File: config.mk
export PLATFORM = sky130hd
export DESIGN_NAME = line_rasterizer
export DESIGN_NICKNAME = d
export VERILOG_FILES = /design/src/design/lr_pkg.sv /design/src/design/lr_front.sv /design/src/design/lr_fifo.sv /design/src/design/lr_back.sv /design/src/design/line_rasterizer.sv
export SDC_FILE = /design/constraint.sdc
export NUM_CORES = 1
export LEC_CHECK = 0
export CAP_MARGIN = 20
export CORE_MARGIN = 3
export CORE_UTILIZATION = 48
export CTS_BUF_LIST = sky130_fd_sc_hd__clkbuf_8
export CTS_CLUSTER_SIZE = 40
export DETAILED_ROUTE_END_ITERATION = 8
export DONT_BUFFER_PORTS = 1
export PLACE_DENSITY_LB_ADDON = 0.1
export SETUP_SLACK_MARGIN = 0.05
export SKIP_LAST_GASP = 1
export SYNTH_ARGS = -nofsm -noshare
export SYNTH_HDL_FRONTEND = slang
export SYNTH_SLANG_ARGS = --single-unit
File: constraint.sdc
create_clock -name aclk -period 3.6 [get_ports aclk]
set_input_delay 0.36 -clock aclk [delete_from_list [all_inputs] [get_ports aclk]]
set_output_delay 0.36 -clock aclk [all_outputs]
set_load 0.02 [all_outputs]
File: src/design/lr_pkg.sv
`timescale 1ns / 1ps
package lr_pkg;

    localparam int LR_COORD_BITS     = 6;
    localparam int LR_COLOR_BITS     = 32;
    localparam int LR_CFG_INDEX_BITS = 2;
    localparam int LR_FIFO_DEPTH     = 2;

    localparam logic [LR_CFG_INDEX_BITS-1:0] LR_REG_SCREEN_WIDTH  = 2'd0;
    localparam logic [LR_CFG_INDEX_BITS-1:0] LR_REG_SCREEN_HEIGHT = 2'd1;

    typedef enum logic {
        LR_BACK_IDLE,
        LR_BACK_WALK
    } lr_back_state_t;

endpackage

File: src/design/lr_front.sv
`timescale 1ns / 1ps
module lr_front #(
    parameter int COORD_BITS = lr_pkg::LR_COORD_BITS,
    parameter int COLOR_BITS = lr_pkg::LR_COLOR_BITS,
    parameter int CMD_BITS   = 2 + 4 * COORD_BITS + COLOR_BITS
) (
    input  logic                  aclk,
    input  logic                  aresetn,
    input  logic                  s_valid,
    output logic                  s_ready,
    input  logic [COORD_BITS-1:0] s_start_x,
    input  logic [COORD_BITS-1:0] s_start_y,
    input  logic [COORD_BITS-1:0] s_end_x,
    input  logic [COORD_BITS-1:0] s_end_y,
    input  logic [COLOR_BITS-1:0] s_line_color,
    output logic                  cmd_valid,
    input  logic                  cmd_ready,
    output logic [CMD_BITS-1:0]   cmd_data
);

    logic                  hold_valid_reg;
    logic                  hold_valid_next;
    logic [CMD_BITS-1:0]   hold_data_reg;
    logic [CMD_BITS-1:0]   hold_data_next;
    logic                  rejected;
    logic                  steep;
    logic [COORD_BITS-1:0] dx;
    logic [COORD_BITS-1:0] dy;
    logic [COORD_BITS-1:0] major;
    logic [COORD_BITS-1:0] minor;
    logic                  accept;

    // classify the line: backwards, steep, deltas
    always_comb begin
        rejected = (s_end_x < s_start_x) || (s_end_y < s_start_y);
        dx       = s_end_x - s_start_x;
        dy       = s_end_y - s_start_y;
        steep    = dy > dx;
        major    = steep ? dy : dx;
        minor    = steep ? dx : dy;
    end

    assign s_ready   = !hold_valid_reg || cmd_ready;
    assign accept    = s_valid && s_ready;
    assign cmd_valid = hold_valid_reg;
    assign cmd_data  = hold_data_reg;

    always_comb begin
        hold_valid_next = hold_valid_reg;
        hold_data_next  = hold_data_reg;
        if (accept) begin
            hold_valid_next = 1'b1;
            hold_data_next  = {rejected, steep, major, minor, s_start_x, s_start_y,
                               s_line_color};
        end else if (cmd_ready) begin
            hold_valid_next = 1'b0;
        end
    end

    always_ff @(posedge aclk) begin
        if (!aresetn) begin
            hold_valid_reg <= 1'b0;
        end else begin
            hold_valid_reg <= hold_valid_next;
        end
    end

    always_ff @(posedge aclk) begin
        hold_data_reg <= hold_data_next;
    end

endmodule

File: src/design/lr_fifo.sv
`timescale 1ns / 1ps
module lr_fifo #(
    parameter int DATA_BITS = 8
) (
    input  logic                 aclk,
    input  logic                 aresetn,
    input  logic                 wr_valid,
    output logic                 wr_ready,
    input  logic [DATA_BITS-1:0] wr_data,
    output logic                 rd_valid,
    input  logic                 rd_ready,
    output logic [DATA_BITS-1:0] rd_data
);

    localparam int DEPTH      = lr_pkg::LR_FIFO_DEPTH;
    localparam int PTR_BITS   = (DEPTH > 1) ? $clog2(DEPTH) : 1;
    localparam int COUNT_BITS = $clog2(DEPTH + 1);
    localparam logic [COUNT_BITS-1:0] FULL_COUNT = COUNT_BITS'(DEPTH);
    localparam logic [PTR_BITS-1:0]   LAST_PTR   = PTR_BITS'(DEPTH - 1);

    logic [DATA_BITS-1:0]  slot_reg [DEPTH];
    logic [PTR_BITS-1:0]   wr_ptr_reg;
    logic [PTR_BITS-1:0]   wr_ptr_next;
    logic [PTR_BITS-1:0]   rd_ptr_reg;
    logic [PTR_BITS-1:0]   rd_ptr_next;
    logic [COUNT_BITS-1:0] count_reg;
    logic [COUNT_BITS-1:0] count_next;
    logic                  push;
    logic                  pop;

    assign wr_ready = count_reg != FULL_COUNT;
    assign rd_valid = count_reg != '0;
    assign rd_data  = slot_reg[rd_ptr_reg];
    assign push     = wr_valid && wr_ready;
    assign pop      = rd_valid && rd_ready;

    always_comb begin
        wr_ptr_next = wr_ptr_reg;
        rd_ptr_next = rd_ptr_reg;
        count_next  = count_reg;
        if (push) begin
            wr_ptr_next = (wr_ptr_reg == LAST_PTR) ? '0 : wr_ptr_reg + 1'b1;
        end
        if (pop) begin
            rd_ptr_next = (rd_ptr_reg == LAST_PTR) ? '0 : rd_ptr_reg + 1'b1;
        end
        if (push && !pop) begin
            count_next = count_reg + 1'b1;
        end else if (pop && !push) begin
            count_next = count_reg - 1'b1;
        end
    end

    always_ff @(posedge aclk) begin
        if (!aresetn) begin
            wr_ptr_reg <= '0;
            rd_ptr_reg <= '0;
            count_reg  <= '0;
        end else begin
            wr_ptr_reg <= wr_ptr_next;
            rd_ptr_reg <= rd_ptr_next;
            count_reg  <= count_next;
        end
    end

    always_ff @(posedge aclk) begin
        if (push) begin
            slot_reg[wr_ptr_reg] <= wr_data;
        end
    end

endmodule

File: src/design/lr_back.sv
`timescale 1ns / 1ps
module lr_back #(
    parameter int COORD_BITS = lr_pkg::LR_COORD_BITS,
    parameter int COLOR_BITS = lr_pkg::LR_COLOR_BITS,
    parameter int CMD_BITS   = 2 + 4 * COORD_BITS + COLOR_BITS
) (
    input  logic                  aclk,
    input  logic                  aresetn,
    input  logic [COORD_BITS:0]   screen_width,
    input  logic [COORD_BITS:0]   screen_height,
    input  logic                  cmd_valid,
    output logic                  cmd_ready,
    input  logic [CMD_BITS-1:0]   cmd_data,
    output logic                  m_valid,
    input  logic                  m_ready,
    output logic [COORD_BITS-1:0] m_pixel_x,
    output logic [COORD_BITS-1:0] m_pixel_y,
    output logic [COLOR_BITS-1:0] m_pixel_color,
    output logic                  m_inside_screen,
    output logic                  m_line_rejected,
    output logic                  m_last_pixel
);

    localparam int ERR_BITS = COORD_BITS + 3;

    lr_pkg::lr_back_state_t state_reg;
    lr_pkg::lr_back_state_t state_next;

    logic                       rej_reg,    rej_next;
    logic                       steep_reg,  steep_next;
    logic [COORD_BITS-1:0]      major_reg,  major_next;
    logic [COORD_BITS-1:0]      minor_reg,  minor_next;
    logic [COORD_BITS-1:0]      walk_x_reg, walk_x_next;
    logic [COORD_BITS-1:0]      walk_y_reg, walk_y_next;
    logic signed [ERR_BITS-1:0] err_reg,    err_next;
    logic [COORD_BITS:0]        steps_reg,  steps_next;
    logic [COLOR_BITS-1:0]      color_reg,  color_next;

    logic                  out_valid_reg, out_valid_next;
    logic [COORD_BITS-1:0] out_x_reg,     out_x_next;
    logic [COORD_BITS-1:0] out_y_reg,     out_y_next;
    logic [COLOR_BITS-1:0] out_color_reg, out_color_next;
    logic                  out_inside_reg, out_inside_next;
    logic                  out_rej_reg,   out_rej_next;
    logic                  out_last_reg,  out_last_next;

    logic                       c_rej;
    logic                       c_steep;
    logic [COORD_BITS-1:0]      c_major;
    logic [COORD_BITS-1:0]      c_minor;
    logic [COORD_BITS-1:0]      c_sx;
    logic [COORD_BITS-1:0]      c_sy;
    logic [COLOR_BITS-1:0]      c_color;
    logic                       out_free;
    logic                       is_last;
    logic signed [ERR_BITS-1:0] err_sum;
    logic [COORD_BITS-1:0]      x_step;
    logic [COORD_BITS-1:0]      y_step;

    assign {c_rej, c_steep, c_major, c_minor, c_sx, c_sy, c_color} = cmd_data;

    assign out_free  = !out_valid_reg || m_ready;
    assign cmd_ready = state_reg == lr_pkg::LR_BACK_IDLE;

    assign m_valid         = out_valid_reg;
    assign m_pixel_x       = out_x_reg;
    assign m_pixel_y       = out_y_reg;
    assign m_pixel_color   = out_color_reg;
    assign m_inside_screen = out_inside_reg;
    assign m_line_rejected = out_rej_reg;
    assign m_last_pixel    = out_last_reg;

    always_comb begin
        state_next      = state_reg;
        rej_next        = rej_reg;
        steep_next      = steep_reg;
        major_next      = major_reg;
        minor_next      = minor_reg;
        walk_x_next     = walk_x_reg;
        walk_y_next     = walk_y_reg;
        err_next        = err_reg;
        steps_next      = steps_reg;
        color_next      = color_reg;
        out_valid_next  = out_valid_reg && !m_ready;
        out_x_next      = out_x_reg;
        out_y_next      = out_y_reg;
        out_color_next  = out_color_reg;
        out_inside_next = out_inside_reg;
        out_rej_next    = out_rej_reg;
        out_last_next   = out_last_reg;

        is_last = steps_reg == (COORD_BITS + 1)'(1);
        err_sum = err_reg + $signed({2'b00, minor_reg, 1'b0});
        x_step  = walk_x_reg;
        y_step  = walk_y_reg;

        // major axis always steps, minor axis on error reaching major delta
        if (err_sum >= $signed({3'b000, major_reg})) begin
            x_step = walk_x_reg + 1'b1;
            y_step = walk_y_reg + 1'b1;
        end
        if (steep_reg) begin
            y_step = walk_y_reg + 1'b1;
        end else begin
            x_step = walk_x_reg + 1'b1;
        end

        unique case (state_reg)
            lr_pkg::LR_BACK_IDLE: begin
                if (cmd_valid) begin
                    state_next  = lr_pkg::LR_BACK_WALK;
                    rej_next    = c_rej;
                    steep_next  = c_steep;
                    major_next  = c_major;
                    minor_next  = c_minor;
                    walk_x_next = c_sx;
                    walk_y_next = c_sy;
                    err_next    = '0;
                    steps_next  = c_rej ? (COORD_BITS + 1)'(1)
                                        : {1'b0, c_major} + 1'b1;
                    color_next  = c_color;
                end
            end
            lr_pkg::LR_BACK_WALK: begin
                if (out_free) begin
                    out_valid_next  = 1'b1;
                    out_rej_next    = rej_reg;
                    out_last_next   = is_last;
                    out_x_next      = rej_reg ? '0 : walk_x_reg;
                    out_y_next      = rej_reg ? '0 : walk_y_reg;
                    out_color_next  = rej_reg ? '0 : color_reg;
                    out_inside_next = !rej_reg
                                      && ({1'b0, walk_x_reg} < screen_width)
                                      && ({1'b0, walk_y_reg} < screen_height);
                    steps_next      = steps_reg - 1'b1;
                    if (is_last) begin
                        state_next = lr_pkg::LR_BACK_IDLE;
                    end else begin
                        walk_x_next = x_step;
                        walk_y_next = y_step;
                        if (err_sum >= $signed({3'b000, major_reg})) begin
                            err_next = err_sum - $signed({2'b00, major_reg, 1'b0});
                        end else begin
                            err_next = err_sum;
                        end
                    end
                end
            end
            default: begin
                state_next = lr_pkg::LR_BACK_IDLE;
            end
        endcase
    end

    always_ff @(posedge aclk) begin
        if (!aresetn) begin
            state_reg     <= lr_pkg::LR_BACK_IDLE;
            out_valid_reg <= 1'b0;
        end else begin
            state_reg     <= state_next;
            out_valid_reg <= out_valid_next;
        end
    end

    always_ff @(posedge aclk) begin
        rej_reg        <= rej_next;
        steep_reg      <= steep_next;
        major_reg      <= major_next;
        minor_reg      <= minor_next;
        walk_x_reg     <= walk_x_next;
        walk_y_reg     <= walk_y_next;
        err_reg        <= err_next;
        steps_reg      <= steps_next;
        color_reg      <= color_next;
        out_x_reg      <= out_x_next;
        out_y_reg      <= out_y_next;
        out_color_reg  <= out_color_next;
        out_inside_reg <= out_inside_next;
        out_rej_reg    <= out_rej_next;
        out_last_reg   <= out_last_next;
    end

endmodule

File: src/design/line_rasterizer.sv
`timescale 1ns / 1ps
// channel  | direction | handshake            | payload
// s_       | in        | s_valid / s_ready    | start_x, start_y, end_x, end_y, line_color
// m_       | out       | m_valid / m_ready    | pixel_x, pixel_y, pixel_color, inside_screen,
//          |           |                      | line_rejected, last_pixel
// cfg_     | in        | cfg_valid / cfg_ready| cfg_index, cfg_data (always ready)
//
// one pixel per cycle from the stepper unless the output stalls; a line of major delta d
// gives d + 1 pixels, a backwards line one pixel; the stepper loads a command while idle
// a line command is classified and registered, then queued two deep ahead of the stepper
// synchronous active-low reset clears all handshake state and sets both screen sizes
// to 2^COORD_BITS; output stall holds the stepper, a full queue holds s_ready low
module line_rasterizer #(
    parameter int COORD_BITS = lr_pkg::LR_COORD_BITS,
    parameter int COLOR_BITS = lr_pkg::LR_COLOR_BITS
) (
    input  logic                                 aclk,
    input  logic                                 aresetn,
    input  logic                                 cfg_valid,
    output logic                                 cfg_ready,
    input  logic [lr_pkg::LR_CFG_INDEX_BITS-1:0] cfg_index,
    input  logic [COORD_BITS:0]                  cfg_data,
    input  logic                                 s_valid,
    output logic                                 s_ready,
    input  logic [COORD_BITS-1:0]                s_start_x,
    input  logic [COORD_BITS-1:0]                s_start_y,
    input  logic [COORD_BITS-1:0]                s_end_x,
    input  logic [COORD_BITS-1:0]                s_end_y,
    input  logic [COLOR_BITS-1:0]                s_line_color,
    output logic                                 m_valid,
    input  logic                                 m_ready,
    output logic [COORD_BITS-1:0]                m_pixel_x,
    output logic [COORD_BITS-1:0]                m_pixel_y,
    output logic [COLOR_BITS-1:0]                m_pixel_color,
    output logic                                 m_inside_screen,
    output logic                                 m_line_rejected,
    output logic                                 m_last_pixel
);

    localparam int CMD_BITS = 2 + 4 * COORD_BITS + COLOR_BITS;
    localparam logic [COORD_BITS:0] SCREEN_RESET = (COORD_BITS + 1)'(1) << COORD_BITS;

    logic [COORD_BITS:0] screen_width_reg;
    logic [COORD_BITS:0] screen_width_next;
    logic [COORD_BITS:0] screen_height_reg;
    logic [COORD_BITS:0] screen_height_next;

    logic                front_valid;
    logic                front_ready;
    logic [CMD_BITS-1:0] front_data;
    logic                queue_valid;
    logic                queue_ready;
    logic [CMD_BITS-1:0] queue_data;

    assign cfg_ready = 1'b1;

    always_comb begin
        screen_width_next  = screen_width_reg;
        screen_height_next = screen_height_reg;
        if (cfg_valid) begin
            if (cfg_index == lr_pkg::LR_REG_SCREEN_WIDTH) begin
                screen_width_next = cfg_data;
            end else if (cfg_index == lr_pkg::LR_REG_SCREEN_HEIGHT) begin
                screen_height_next = cfg_data;
            end
        end
    end

    always_ff @(posedge aclk) begin
        if (!aresetn) begin
            screen_width_reg  <= SCREEN_RESET;
            screen_height_reg <= SCREEN_RESET;
        end else begin
            screen_width_reg  <= screen_width_next;
            screen_height_reg <= screen_height_next;
        end
    end

    lr_front #(
        .COORD_BITS (COORD_BITS),
        .COLOR_BITS (COLOR_BITS),
        .CMD_BITS   (CMD_BITS)
    ) u_front (
        .aclk         (aclk),
        .aresetn      (aresetn),
        .s_valid      (s_valid),
        .s_ready      (s_ready),
        .s_start_x    (s_start_x),
        .s_start_y    (s_start_y),
        .s_end_x      (s_end_x),
        .s_end_y      (s_end_y),
        .s_line_color (s_line_color),
        .cmd_valid    (front_valid),
        .cmd_ready    (front_ready),
        .cmd_data     (front_data)
    );

    lr_fifo #(
        .DATA_BITS (CMD_BITS)
    ) u_fifo (
        .aclk     (aclk),
        .aresetn  (aresetn),
        .wr_valid (front_valid),
        .wr_ready (front_ready),
        .wr_data  (front_data),
        .rd_valid (queue_valid),
        .rd_ready (queue_ready),
        .rd_data  (queue_data)
    );

    lr_back #(
        .COORD_BITS (COORD_BITS),
        .COLOR_BITS (COLOR_BITS),
        .CMD_BITS   (CMD_BITS)
    ) u_back (
        .aclk            (aclk),
        .aresetn         (aresetn),
        .screen_width    (screen_width_reg),
        .screen_height   (screen_height_reg),
        .cmd_valid       (queue_valid),
        .cmd_ready       (queue_ready),
        .cmd_data        (queue_data),
        .m_valid         (m_valid),
        .m_ready         (m_ready),
        .m_pixel_x       (m_pixel_x),
        .m_pixel_y       (m_pixel_y),
        .m_pixel_color   (m_pixel_color),
        .m_inside_screen (m_inside_screen),
        .m_line_rejected (m_line_rejected),
        .m_last_pixel    (m_last_pixel)
    );

endmodule
Word level (Yosys, flattened, before mapping). Memory sizes are Yosys's and may differ from the RTL's. A register that Yosys moved wholly into a read port is not among the register bits. Index checks and enable logic that the tools add are counted.

Flip-flop bits (word level): 200. Bits in writable memories: 116. Bits of input ports: 70. Output and inout bits: 50. Logic and storage cells: 121. Memories kept: 1.

$add $sub $neg: 12. $lt $le $gt $ge: 6. Equal/unequal tests: 8. Muxes and demuxes: 39. Bitwise logic cells: 2. Reductions and logical operators: 29.

Memory list: u_fifo.slot_reg (words 2, bits a word 58, read ports 1, clocked after Yosys merged registers in 1, wr ports 1, RTL line lr_fifo.sv:21) `logic [DATA_BITS-1:0] slot_reg [DEPTH];`.

Operator list (count): $mux 6 (12); $mux 9 (4); $pmux 6 s2 (2); $mux 7 (3); $pmux 9 s2 (1); $lt 6x7->1 (2); $pmux 7 s2 (1); $mux 1 (13); $add 6x1->6 const B (2); $lt 6x6->1 (2); $sub 6x6->6 (2); $add 9x8->9 (1); $ge 9x7->1 (1); $sub 9x8->9 (1); $logic_and 1x1->1 (8); $reduce_and 2->1 (4); $reduce_and 4->1 (2); $add 6x1->7 const B (1); $eq 7x1->1 const B (1); $sub 7x1->7 const B (1); $gt 6x6->1 (1); $logic_not 1->1 (6); $ne 2x2->1 const B (3); $ne 3x3->1 const B (2); 12 further kinds (20).

Logic depth before layout (Yosys ltp).
Depth in word-level cells: 7. Depth in mapped cells: 15. Depth with buffers taken out: 14.

By module. Synthesis repeated with hierarchy kept, for this count alone.

Cells, all modules: 842. Area total of the unflattened synthesis: 13150.1 µm².

By module, submodules not included: lr_back (times used 1, cells each 401, area each 5576.6 µm², seq. area each 3643.5 µm²); lr_fifo (times used 1, cells each 204, area each 4424.2 µm², seq. area each 3583.4 µm²); lr_front (times used 1, cells each 180, area each 2588.7 µm², seq. area each 1761.7 µm²); line_rasterizer (times used 1, cells each 57, area each 560.5 µm², seq. area each 280.3 µm²).

Worst setup path before layout. Ideal clock, no wire load.

Kind: register to register. Start point: register u_back.state_reg. End point: register u_back.walk_y_reg[0], enable pin. Arrival: 3511 ps. Required time: 3278 ps. Slack: -233 ps. Stages on the path, launching flop included: 7. Path buffers: 1. Clock period less this slack: 3833 ps. Path through: dfxtp_1 inv_1 clkbuf_1 nor2_1 a21oi_1 inv_1 o31a_1.

Word-level cells in the longest chain between the ends: 3. Elaborated cells between the ends (all ways): 6.

Ends and longest elaborated chain: from (decl) (RTL line lr_back.sv:26) `lr_pkg::lr_back_state_t state_reg;`; from (signal assigned) (RTL line lr_back.sv:157) `state_reg <= lr_pkg::LR_BACK_IDLE;`; from (signal assigned) (RTL line lr_back.sv:160) `state_reg <= state_next;`; $not 1->1 (no line); $ne 2x1->1 (no line); $reduce_and 4->1 (no line) *; to (signal assigned) (RTL line lr_back.sv:171) `walk_y_reg <= walk_y_next;`; to (decl) (RTL line lr_back.sv:34) `logic [COORD_BITS-1:0] walk_y_reg, walk_y_next;`.

Every way passes the cells marked *; elsewhere a longest branch is shown, timed or not. A chain may end at the register's enable or synchronous reset.

Worst setup path after layout.
Start point: register u_back.err_reg[1]. End point: register u_back.walk_y_reg[0], enable pin.

Word-level cells in the longest chain between the ends: 4.

Ends and longest elaborated chain: from (decl) (RTL line lr_back.sv:35) `logic signed [ERR_BITS-1:0] err_reg, err_next;`; from (signal assigned) (RTL line lr_back.sv:172) `err_reg <= err_next;`; $add 9x8->9 (RTL line lr_back.sv:93) `err_sum = err_reg + $signed({2'b00, minor_reg, 1'b0});`; $ge 9x7->1 (RTL line lr_back.sv:98) `if (err_sum >= $signed({3'b000, major_reg})) begin`; $ne 3x3->1 (no line); $reduce_and 4->1 (no line).

No other way between the ends.

==> flow_summary.rst <==
.. list-table::
   :header-rows: 1

   * - Metric
     - Value
   * - Unrepaired setup endpoints after global routing
     - false
   * - Maximum number of pins on one net before global-route repair
     - 60
   * - Remaining number of nets flagged by the antenna check after routing
     - 0
   * - Clock slew at the register clock pins of the worst setup and hold paths
     - 0.06 ns
   * - HPWL after detailed placement
     - 15,300 um
   * - Commonest non-fill, non-tap cell in the layout
     - edfxtp_1
   * - Row count
     - 59
   * - Class of the most critical setup path
     - register to register
   * - Average instance area after synthesis
     - 15.5 um^2
   * - Count of different cell masters after synthesis
     - 52
   * - Initial cell density of the core
     - 49.5%
   * - Normalized max-slew margin
     - 39.0%
   * - Share of layout cells above drive strength 1
     - 13.9%
   * - Max-slew violation total from the final report
     - 0
   * - First DRT Iteration DRCs
     - 393
   * - H-tree depth reported by CTS
     - 2
   * - Standard cell core area
     - 0.0264 mm^2
   * - I/O pin total
     - 120
   * - FMAX
     - 297 MHz
   * - Antenna Cells
     - 0
   * - Post-synth EDFFs
     - 294
   * - Wire length of the first global-routing pass
     - 37,200 um
   * - Hold Path Origin
     - m_ready
   * - Outcome
     - complete, no violations
   * - Setup tns final
     - 0 ns
   * - Count of endpoints failing setup in the final report
     - 0
   * - Kind of end point of the critical path
     - register
   * - Maximum buffer depth of the clock tree
     - 3
   * - Number of instances in the synthesized netlist
     - 840
   * - Via count
     - 6,750
   * - Total congestion overflow
     - 0
   * - Leakage component of the power
     - 5.42 nW
   * - Final-report hold violation count
     - 0
   * - Final setup skew
     - 0.0258 ns
   * - Seq/Total Area, Yosys
     - 71.1%
   * - Top flip-flop cell by instance count after synthesis
     - edfxtp_1
   * - Startpoint Class
     - register
   * - GPL Wtd Cong
     - 0.847
   * - Die X-Extent
     - 171 um
   * - Total global-route track usage
     - 16.3%
   * - Data required time of the worst path
     - 3.88 ns
   * - Number of warnings printed during yosys synthesis
     - 0
   * - WL per Instance
     - 18.1 um
   * - Netlist Area Pre-Place
     - 0.0130 mm^2
   * - Crit Path Max Fanout
     - 6
   * - Overall die area
     - 0.0292 mm^2
   * - Worst hold path class
     - input pin to register
   * - Count of buffers added by post-CTS timing repair for setup
     - 0
   * - Transition time at the pin with the least slew margin
     - 0.915 ns
   * - Number of global-route vias before repair
     - 7,074
   * - Commonest cells after routing, fill and taps aside
     - edfxtp_1 (294), nor2b_1 (69), inv_1 (67), dlygate4sd3_1 (54)
   * - Source of the critical timing path
     - u_back.err_reg[1]
   * - Share of synthesized flip-flops with an asynchronous set or reset
     - 0%
   * - Mean number of vias per cell
     - 5.15
   * - 1st-pass router iterations
     - 4
   * - Clk sinks
     - 316
   * - Arrival time at the worst endpoint
     - 3.65 ns
   * - Number of maximum-capacitance constraint violations
     - 0
   * - Largest voltage drop on the vdd net
     - 0.348 mV
   * - Number of buffer cells added on primary ports
     - 0
   * - Clock latency of the later-clocked register in the worst-skew pair
     - 0.57 ns
   * - Buffer cell driving the clock tree root
     - clkbuf_8
   * - Antenna violations before repair
     - 0
   * - Worst hold-check slack
     - 0.128 ns
   * - Net count of the mapped netlist
     - 965
   * - Areal power density over the cells
     - 829 mW/mm^2
   * - Synth Register Bits
     - 316
   * - Crit path time final
     - 3.37 ns
   * - Portion of the clock cycle consumed by the worst path in the final layout
     - 93.5%
   * - Post-route DRC violation count
     - 0
   * - Syn-to-layout area delta
     - 15.0%
   * - TritonCTS buffer count
     - 50
   * - DIE HEIGHT
     - 171 um
   * - Net count of the finished layout
     - 1,059
   * - Total Routed Length
     - 23,700 um
   * - Max reg flops
     - 116
   * - Worst-case register-to-register setup slack
     - 0.23 ns
   * - Share of the core filled with cells
     - 56.9%
   * - Power Total
     - 12.4 mW
   * - CTS tree
     - built
   * - Reg2reg start
     - u_back.err_reg[1]
repair_timing:
item	in CTS	in global routing
resized for setup	0	1
endpoints found under the setup margin	0	6
endpoints found under the hold margin	66	0
hold buffers	54	0
layout make-up:
class,count,area [um^2]
clock buffer,52,716
clock inverter,42,248
fill,2073,11400
inverter,50,188
multi-input combinational,451,3510
sequential,316,9270
tap,335,419
timing repair buffer,65,636
Yosys cell counts, types with 10 or more instances:
cell type	number	area share, %
nor2_1	28	0.81
o21ai_0	25	0.96
edfxtp_1	294	68
nand3_1	10	0.38
dfxtp_1	22	3.4
nor2b_1	69	3.3
inv_1	50	1.4
xnor2_1	20	1.3
clkbuf_1	17	0.49
ha_1	51	4.9
a21oi_1	31	1.2
nand2_1	28	0.81
o21a_1	12	0.69
mux2i_1	24	1.8
mux2_2	52	4.5
worst max-delay path, stage by stage, from the launching register on:
cell and delay [ns]:
edfxtp_1 0.37, ha_1 0.23, fa_1 0.44, a21o_1 0.20, a21oi_1 0.16, xnor2_1 0.13
ha_1 0.22, a2111oi_0 0.37, o2bb2ai_1 0.25, o211a_1 0.29, nor2_1 0.10, o31a_1 0.36
path summary, 6_finish.rpt:
kind | to | depth (start not counted)
max | u_back.walk_y_reg[0] | 11
min | u_back.m_valid | 2
max reg2reg | u_back.walk_y_reg[0] | 11
min reg2reg | u_fifo.slot_reg[1][17] | 0
per-layer routing:
layer	vias up	wire [um]	global-route usage, %
li1	3312	-	-
met1	3205	10400	21.7
met2	189	11200	26.4
met3	44	1570	4.11
met4	0	518	5.25
met5	-	0	0
through the flow:
step                      worst slack (ns)  instance area [um^2]  instances
after floorplan                     0.0846                 13000        840
after global placement               0.245                 13500       1162
after detailed placement             0.241                 13500       1163
after CTS                            0.218                 15000       1311
after global routing                0.0629                 15000       1311
final                                0.235                 15000       1311
logic make-up after synthesis:
family,synth area share [%]
and+or+nand+nor,7.58
xor gates and xnor gates,1.95
DFF,71.1
buffers and inverters,2.15
muxes,6.33
other,0.0288
AOI/OAI and AO/OA,5.36
adders and majority gates,5.51
power breakdown:
group / switching (mW) / total (mW) / leakage [nW] / internal (mW)
sequential: 0.647 / 5.85 / 2.95 / 5.20
clock: 1.34 / 2.85 / 0.561 / 1.50
combinational: 2.18 / 3.73 / 1.91 / 1.55
total: 4.17 / 12.4 / 5.42 / 8.26
Power figures use the tool's default switching activity.
